<file path="config.mk">
export PLATFORM = sky130hd
export DESIGN_NAME = calibration_frame_receiver
export DESIGN_NICKNAME = d
export VERILOG_FILES = /design/src/cfr_pkg.sv /design/src/cfr_datapath.sv /design/src/cfr_ctrl.sv /design/src/calibration_frame_receiver.sv
export SDC_FILE = /design/constraint.sdc
export NUM_CORES = 1
export LEC_CHECK = 0
export BUFFER_PORTS_ARGS = -buffer_cell sky130_fd_sc_hd__buf_2
export CAP_MARGIN = 0
export CORE_MARGIN = 3
export CORE_UTILIZATION = 30
export DETAILED_ROUTE_END_ITERATION = 8
export GPL_ROUTABILITY_DRIVEN = 0
export SETUP_SLACK_MARGIN = 0.05
export SLEW_MARGIN = 20
export SYNTH_ARGS = -nofsm -noshare
export SYNTH_HDL_FRONTEND = slang
export SYNTH_SLANG_ARGS = --single-unit
</file>
<file path="constraint.sdc">
create_clock -name clk -period 10 [get_ports clk]
set_input_delay 0.5 -clock clk [delete_from_list [all_inputs] [get_ports clk]]
set_output_delay 0.5 -clock clk [all_outputs]
set_load 0.05 [all_outputs]
</file>
<file path="src/cfr_pkg.sv">
package cfr_pkg;

  localparam int FRAME_LEN     = 68;
  localparam int ADDR_W        = 7;
  localparam int PAYLOAD_OFS   = 2;
  localparam int PAYLOAD_WORDS = 16;

  localparam logic [7:0]  SYNC_FIRST  = 8'd117;
  localparam logic [7:0]  SYNC_SECOND = 8'd84;
  localparam logic [15:0] CRC_POLY    = 16'hA001;
  localparam logic [15:0] CRC_INIT    = 16'hFFFF;

  localparam logic [ADDR_W-1:0] LAST_ADDR = ADDR_W'(FRAME_LEN - 1);

  typedef enum logic [5:0] {
    ST_IDLE    = 6'b000001,
    ST_SCAN    = 6'b000010,
    ST_DECIDE  = 6'b000100,
    ST_SHIFT   = 6'b001000,
    ST_EMIT    = 6'b010000,
    ST_EMIT_RD = 6'b100000
  } state_t;

  typedef struct packed {
    logic take_byte;
    logic scan_start;
    logic scan_mode;
    logic shift_start;
    logic shift_mode;
    logic tail_fill;
    logic emit_init;
    logic emit_start;
    logic emit_mode;
  } cmd_t;

  typedef struct packed {
    logic frame_full;
    logic sweep_done;
    logic crc_ok;
    logic pair_found;
    logic word_free;
    logic last_k;
  } status_t;

  // One byte of CRC-16, reflected, LSB first.
  function automatic logic [15:0] crc_byte(input logic [15:0] crc, input logic [7:0] b);
    logic [15:0] c;
    c = crc ^ {8'h00, b};
    for (int n = 0; n < 8; n++) begin
      c = c[0] ? ((c >> 1) ^ CRC_POLY) : (c >> 1);
    end
    return c;
  endfunction

endpackage

</file>
<file path="src/cfr_datapath.sv">
module cfr_datapath (
  input  logic                         clk,
  input  logic                         rst,
  input  cfr_pkg::cmd_t                cmd,
  input  logic [7:0]                   rx_byte,
  output cfr_pkg::status_t             sts,
  output logic                         word_valid,
  input  logic                         word_ready,
  output logic [3:0]                   word_index,
  output logic [31:0]                  payload_word,
  output logic                         last_word
);

  logic [7:0] mem [cfr_pkg::FRAME_LEN];

  logic [cfr_pkg::ADDR_W-1:0] fill;
  logic                       active;
  logic [cfr_pkg::ADDR_W-1:0] ptr;
  logic [cfr_pkg::ADDR_W-1:0] stop;
  logic                       dvld;
  logic [cfr_pkg::ADDR_W-1:0] dpos;
  logic [7:0]                 rd_data;
  logic [15:0]                crc;
  logic [7:0]                 prev;
  logic                       found;
  logic [cfr_pkg::ADDR_W-1:0] fidx;
  logic                       tail_sync;
  logic [cfr_pkg::ADDR_W-1:0] wbase;
  logic [3:0]                 k;
  logic [31:0]                word_sh;
  logic [31:0]                word_next;

  logic store_ok;
  logic sweep_done;
  logic sweep_start;
  logic [cfr_pkg::ADDR_W-1:0] start_addr;
  logic [cfr_pkg::ADDR_W-1:0] stop_addr;

  assign store_ok = (fill == '0) ? (rx_byte == cfr_pkg::SYNC_FIRST) :
                    (fill == cfr_pkg::ADDR_W'(1)) ? (rx_byte == cfr_pkg::SYNC_SECOND) : 1'b1;
  assign sweep_done = dvld && (dpos == stop);
  assign word_next  = {rd_data, word_sh[31:8]};
  assign sweep_start = cmd.scan_start || cmd.shift_start || cmd.emit_start;

  always_comb begin
    priority if (cmd.scan_start) begin
      start_addr = '0;
      stop_addr  = cfr_pkg::LAST_ADDR;
    end else if (cmd.shift_start) begin
      start_addr = fidx;
      stop_addr  = cfr_pkg::LAST_ADDR;
    end else begin
      start_addr = wbase;
      stop_addr  = wbase + cfr_pkg::ADDR_W'(3);
    end
  end

  assign sts.frame_full = (fill == cfr_pkg::LAST_ADDR);
  assign sts.sweep_done = sweep_done;
  assign sts.crc_ok     = (crc == '0);
  assign sts.pair_found = found;
  assign sts.word_free  = !word_valid || word_ready;
  assign sts.last_k     = (k == 4'(cfr_pkg::PAYLOAD_WORDS - 1));

  // Frame memory: one write and one registered read a cycle.
  always_ff @(posedge clk) begin
    if (cmd.take_byte && store_ok) begin
      mem[fill] <= rx_byte;
    end else if (cmd.shift_mode && dvld) begin
      mem[dpos - fidx] <= rd_data;
    end
    if (active) begin
      rd_data <= mem[ptr];
    end
  end

  // Read sweep, fill count and pair-found flag.
  always_ff @(posedge clk) begin
    if (rst) begin
      fill   <= '0;
      active <= 1'b0;
      dvld   <= 1'b0;
      found  <= 1'b0;
    end else begin
      dvld <= active;
      if (active) begin
        dpos <= ptr;
        if (ptr == stop) begin
          active <= 1'b0;
        end else begin
          ptr <= ptr + cfr_pkg::ADDR_W'(1);
        end
      end
      if (sweep_start) begin
        active <= 1'b1;
        ptr    <= start_addr;
        stop   <= stop_addr;
      end

      if (cmd.take_byte) begin
        if (store_ok) begin
          fill <= fill + cfr_pkg::ADDR_W'(1);
        end else if (fill == cfr_pkg::ADDR_W'(1)) begin
          fill <= '0;
        end
      end else if (cmd.shift_start) begin
        fill <= cfr_pkg::ADDR_W'(cfr_pkg::FRAME_LEN) - fidx;
      end else if (cmd.tail_fill) begin
        fill <= tail_sync ? cfr_pkg::ADDR_W'(1) : '0;
      end else if (cmd.emit_init) begin
        fill <= '0;
      end

      if (cmd.scan_start) begin
        found <= 1'b0;
      end else if (cmd.scan_mode && dvld && !found && dpos >= cfr_pkg::ADDR_W'(3) &&
                   prev == cfr_pkg::SYNC_FIRST && rd_data == cfr_pkg::SYNC_SECOND) begin
        found <= 1'b1;
      end
    end
  end

  // CRC, pair search and word assembly.
  always_ff @(posedge clk) begin
    if (cmd.scan_start) begin
      crc <= cfr_pkg::CRC_INIT;
    end else if (cmd.scan_mode && dvld) begin
      crc       <= cfr_pkg::crc_byte(crc, rd_data);
      prev      <= rd_data;
      tail_sync <= (rd_data == cfr_pkg::SYNC_FIRST);
      if (!found && dpos >= cfr_pkg::ADDR_W'(3) &&
          prev == cfr_pkg::SYNC_FIRST && rd_data == cfr_pkg::SYNC_SECOND) begin
        fidx <= dpos - cfr_pkg::ADDR_W'(1);
      end
    end
    if (cmd.emit_init) begin
      wbase <= cfr_pkg::ADDR_W'(cfr_pkg::PAYLOAD_OFS);
      k     <= '0;
    end else if (cmd.emit_mode && sweep_done) begin
      wbase <= wbase + cfr_pkg::ADDR_W'(4);
      k     <= k + 4'd1;
    end
    if (cmd.emit_mode && dvld) begin
      word_sh <= word_next;
    end
    if (cmd.emit_mode && sweep_done) begin
      payload_word <= word_next;
      word_index   <= k;
      last_word    <= sts.last_k;
    end
  end

  // Output register handshake.
  always_ff @(posedge clk) begin
    if (rst) begin
      word_valid <= 1'b0;
    end else if (cmd.emit_mode && sweep_done) begin
      word_valid <= 1'b1;
    end else if (word_ready) begin
      word_valid <= 1'b0;
    end
  end

endmodule

</file>
<file path="src/cfr_ctrl.sv">
module cfr_ctrl (
  input  logic             clk,
  input  logic             rst,
  input  logic             byte_valid,
  output logic             byte_ready,
  input  cfr_pkg::status_t sts,
  output cfr_pkg::cmd_t    cmd
);

  cfr_pkg::state_t state;
  cfr_pkg::state_t state_next;

  assign byte_ready = (state == cfr_pkg::ST_IDLE);

  always_comb begin
    cmd        = '0;
    state_next = state;
    unique case (state)
      cfr_pkg::ST_IDLE: begin
        cmd.take_byte = byte_valid;
        if (byte_valid && sts.frame_full) begin
          cmd.scan_start = 1'b1;
          state_next     = cfr_pkg::ST_SCAN;
        end
      end
      cfr_pkg::ST_SCAN: begin
        cmd.scan_mode = 1'b1;
        if (sts.sweep_done) begin
          state_next = cfr_pkg::ST_DECIDE;
        end
      end
      cfr_pkg::ST_DECIDE: begin
        priority if (sts.crc_ok) begin
          cmd.emit_init = 1'b1;
          state_next    = cfr_pkg::ST_EMIT;
        end else if (sts.pair_found) begin
          cmd.shift_start = 1'b1;
          state_next      = cfr_pkg::ST_SHIFT;
        end else begin
          cmd.tail_fill = 1'b1;
          state_next    = cfr_pkg::ST_IDLE;
        end
      end
      cfr_pkg::ST_SHIFT: begin
        cmd.shift_mode = 1'b1;
        if (sts.sweep_done) begin
          state_next = cfr_pkg::ST_IDLE;
        end
      end
      cfr_pkg::ST_EMIT: begin
        if (sts.word_free) begin
          cmd.emit_start = 1'b1;
          state_next     = cfr_pkg::ST_EMIT_RD;
        end
      end
      cfr_pkg::ST_EMIT_RD: begin
        cmd.emit_mode = 1'b1;
        if (sts.sweep_done) begin
          state_next = sts.last_k ? cfr_pkg::ST_IDLE : cfr_pkg::ST_EMIT;
        end
      end
      default: begin
        state_next = cfr_pkg::ST_IDLE;
      end
    endcase
  end

  always_ff @(posedge clk) begin
    if (rst) begin
      state <= cfr_pkg::ST_IDLE;
    end else begin
      state <= state_next;
    end
  end

endmodule

</file>
<file path="src/calibration_frame_receiver.sv">
// Framed packet receiver: takes serial bytes on the byte channel, hunts for
// the sync pair 117,84 and collects a 68-byte frame in a 68 x 8 memory. On
// the 68th byte it makes one read sweep over the memory that runs the CRC-16
// (reflected 0xA001, start 0xFFFF) and looks for a later sync pair at the
// same time; a zero residue means a good frame, and the 16 little-endian
// 32-bit payload words from byte 2 on come out on the word channel, the last
// one flagged. A bad frame with a later pair has the bytes from that pair on
// moved to the front; otherwise a trailing 117 is kept as a new start, or the
// buffer is emptied. A byte that does not complete a frame leaves the byte
// channel ready. The check sweep makes one memory read a cycle through the
// registered read port; then comes either a shift of the bytes from the pair
// on (one read and one write a cycle) or one four-byte read sweep per payload
// word, each held back while the word channel stalls. The byte channel is not
// ready during that work, and the last payload word may still wait in the
// output register while new bytes arrive.
module calibration_frame_receiver (
  input  logic        clk,
  input  logic        rst,
  input  logic        byte_valid,
  output logic        byte_ready,
  input  logic [7:0]  rx_byte,
  output logic        word_valid,
  input  logic        word_ready,
  output logic [3:0]  word_index,
  output logic [31:0] payload_word,
  output logic        last_word
);

  // Commands from the controller, status back from the datapath.
  cfr_pkg::cmd_t    cmd;
  cfr_pkg::status_t sts;

  cfr_ctrl u_ctrl (
    .clk        (clk),
    .rst        (rst),
    .byte_valid (byte_valid),
    .byte_ready (byte_ready),
    .sts        (sts),
    .cmd        (cmd)
  );

  // Frame memory, CRC, sync search, shift and word assembly.
  cfr_datapath u_datapath (
    .clk          (clk),
    .rst          (rst),
    .cmd          (cmd),
    .rx_byte      (rx_byte),
    .sts          (sts),
    .word_valid   (word_valid),
    .word_ready   (word_ready),
    .word_index   (word_index),
    .payload_word (payload_word),
    .last_word    (last_word)
  );

endmodule

</file>
==> results.py <==
metrics = {
    "hold_path": {
        "min_to": "u_datapath.word_valid",
        "hp-start": "word_ready",
        "hold_path_class": "input pin to flip-flop",
        "min_delay_path_depth": 3,
    },
    "yosys": {
        "synth_edf_count": 649,
        "ys_ff_latch": 691,
        "synth_area_per_cell_sq_um": 18.7,
        "synth_cells": 1489,
        "syn_area_sq_um": 27800,
        "synthFlopType": "edfxtp_1",
        "async_reset_ff_share_pct": 0,
        "synth_nets": 1517,
        "yosysSeqAreaShare_pct": 73.0,
        "synth.distinct_cells": 72,
        "yosys_warnings": 0,
    },
    "setup_path": {
        "r2r_slack_ps": 5470,
        "worstSetupPathType": "flip-flop to flip-flop",
        "crit_arrival_ps": 4750,
        "crit-reg2reg-launch": "u_datapath.fill[1]",
        "critical_path.max_fanout": 12,
        "r2r_end": "u_datapath.mem[0][4]",
        "crit_required_ps": 10230,
        "cp-start-kind": "flip-flop",
        "cp-end-kind": "flip-flop",
        "r2r_cells": 8,
    },
    "clocking": {
        "cts-root-buf": "clkbuf_16",
        "cts.path.max_buffers": 3,
        "htreeDepth": 3,
        "numCtsBuffers": 70,
        "cts_sinks": 691,
        "post_cts_buffers": 0,
        "cts_tree": "built",
        "cts_resized": 0,
        "clk_latency_ps": 610,
        "postCtsHoldBufs": 0,
        "clkTransAtPathRegs_ps": 60,
    },
    "sta": {
        "slew-limit-headroom_pct": 26.2,
        "whs_ps": 300,
        "finalCritPeriodShare_pct": 45.3,
        "fmax_ghz": 0.221,
        "layout_min_cycle_time_ps": 4530,
        "setup_viol": 0,
        "tightest_slew_ps": 1100,
        "fin_skew_ps": 20.8,
        "slew_violations": 0,
        "rsz0062_at_grt": "false",
        "setup_tns_ps": 0,
        "setup_ws_ps": 5470,
        "final-hold-violation-count": 0,
    },
    "grt": {
        "grt_pass1_wl_mm": 99.2,
        "grt_max_degree": 69,
        "grt_pass1_vias": 14500,
        "track_usage_pct": 13.6,
        "grt_overflow": 0,
        "antenna_found_initial": 1,
    },
    "routing": {
        "wire_per_inst_um": 23.2,
        "drtIter0Drc": 1590,
        "wl_met1_mm": 28.3,
        "ant_nets": 0,
        "drc": 0,
        "vias_per_cell": 5.07,
        "wl_mm": 66.4,
        "wl_met2_mm": 30.8,
        "top_layer": "met4",
        "firstDrtPassIters": 7,
        "wl_met3_mm": 5.21,
        "dr_total_vias": 14500,
    },
    "power": {
        "power.total_mw": 5.84,
        "p_per_area_nw_per_um2": 181,
        "peakVddDrop_mv": 0.0945,
        "p_leak_nw": 10.1,
    },
    "cells_and_area": {
        "multiInputGateArea_sq_um": 7410,
        "final_nets": 1590,
        "final_common_cell": "edfxtp_1",
        "utilization_pct": 35.1,
        "num-fill-cells": 8492,
        "drive_gt1_share_pct": 25.4,
        "areaGrowthSynthToFinish_pct": 15.6,
        "area.sequential_sq_um": 20300,
        "finalNonFillerCells": 2860,
        "antenna_cells": 0,
        "fin_area_sq_um": 32200,
        "layout.cells.most_common_list": "649 x edfxtp_1, 158 x mux4_2, 80 x nand2_1, 73 x clkbuf_16, 50 x buf_2",
    },
    "placed_design": {
        "port_buffers": 50,
        "pre_cts_slack_ps": 5550,
        "dp_hpwl_mm": 40.3,
        "place_inst": 2733,
        "postPlaceCellArea_sq_um": 29700,
    },
    "die": {
        "start_util_pct": 30.3,
        "ios": 51,
        "coreArea_sq_um": 91800,
        "die_w_um": 311,
        "die-area_sq_um": 96500,
        "rows": 111,
        "dieHeight_um": 311,
    },
    "flow_run": {
        "drv_cap": 0,
    },
    "status": {
        "status": "finished clean",
    },
}
==> final cells by class <==
class | instances | area share [%]
flip-flops and latches | 691 | 63.2
multi-input cells | 691 | 23.0
clock buffers | 83 | 5.79
well taps | 1243 | 4.83
repair buffers | 82 | 1.52
clock inverters | 44 | 1.38
inverters | 26 | 0.303
==> worst max-delay path, stage by stage, from the launching register on <==
cell and delay [ps]:
dfxtp_1 420, inv_1 130, ha_1 230, or3_1 310, a2111oi_0 580, o311a_2 400, a22o_1 320, nand2_1 630
nor4_2 1120
==> routing by layer <==
layer	GRT usage [%]	up-vias
met2	20.7	580
met1	19.2	7602
met5	0	-
met3	3.49	112
met4	4.53	0
li1	-	6198
==> how the worst max path moves through the flow <==
stage / startpoint / to / slack (ps) / depth (start not counted)
after floorplan: u_ctrl.state[5] / u_datapath.mem[0][6] / 5480 / 5
after detailed placement: u_datapath.fill[1] / u_datapath.mem[58][7] / 5550 / 8
after global routing: u_datapath.fill[1] / u_datapath.mem[1][7] / 5250 / 8
final: u_datapath.fill[1] / u_datapath.mem[0][4] / 5470 / 8
after global placement: u_datapath.fill[1] / u_datapath.mem[53][7] / 5680 / 8
after CTS: u_datapath.fill[1] / u_datapath.mem[58][0] / 5510 / 8
==> Yosys cell counts (4+ instances only) <==
| cell | instances | area share [%] |
|---|---|---|
| mux4_2 | 158 | 13 |
| nor2_1 | 41 | 0.55 |
| a21oi_1 | 32 | 0.58 |
| a2111oi_0 | 6 | 0.19 |
| dfxtp_1 | 42 | 3.0 |
| and3b_1 | 5 | 0.16 |
| or3b_1 | 5 | 0.16 |
| buf_2 | 29 | 0.52 |
| nor4_2 | 5 | 0.22 |
| or4_1 | 5 | 0.13 |
| edfxtp_1 | 649 | 70 |
| o21ai_0 | 12 | 0.22 |
| a211oi_1 | 12 | 0.32 |
| a21o_1 | 5 | 0.13 |
| nor4_1 | 37 | 0.83 |
| xnor2_1 | 36 | 1.1 |
| buf_1 | 8 | 0.11 |
| nand3_1 | 33 | 0.59 |
| and3_1 | 5 | 0.11 |
| nand2b_1 | 9 | 0.20 |
| ha_1 | 15 | 0.67 |
| o211ai_1 | 15 | 0.40 |
| nand3b_1 | 5 | 0.13 |
| nand4_1 | 4 | 0.090 |
| xor2_1 | 23 | 0.72 |
| nor2b_1 | 16 | 0.36 |
| mux2i_1 | 21 | 0.75 |
| inv_1 | 25 | 0.34 |
| o31ai_1 | 4 | 0.11 |
| buf_4 | 4 | 0.11 |
| nand2_1 | 87 | 1.2 |
| clkbuf_1 | 39 | 0.53 |
| nor3_1 | 42 | 0.75 |
==> where the power goes <==
part,switching [mW],leakage [nW],internal [mW]
combinational,0.0438,2.83,0.00414
sequential,0.0000846,6.19,3.15
clock,1.10,1.12,1.55
==> registers in the layout, indices dropped and copies added, names as in the netlist, 8 cells and up <==
name	flops
u_datapath.mem	544
u_datapath.prev	8
u_datapath.payload_word	32
u_datapath.crc	16
u_datapath.word_sh	24
u_datapath.rd_data	8
==> cells by family (layout without fill, tap and decap cells) <==
kind of cell    count (synthesis)  after routing  synth area share, %
mux                           180            180                 13.6
flops                         691            691                 73.0
xor+xnor                       61             61                 2.02
buf+inv                       107            235                 1.65
compound gates                110            110                 2.67
simple gates                  324            324                 6.33
fa+ha+maj                      16             16                0.746
(Power assumes the default switching activity.)
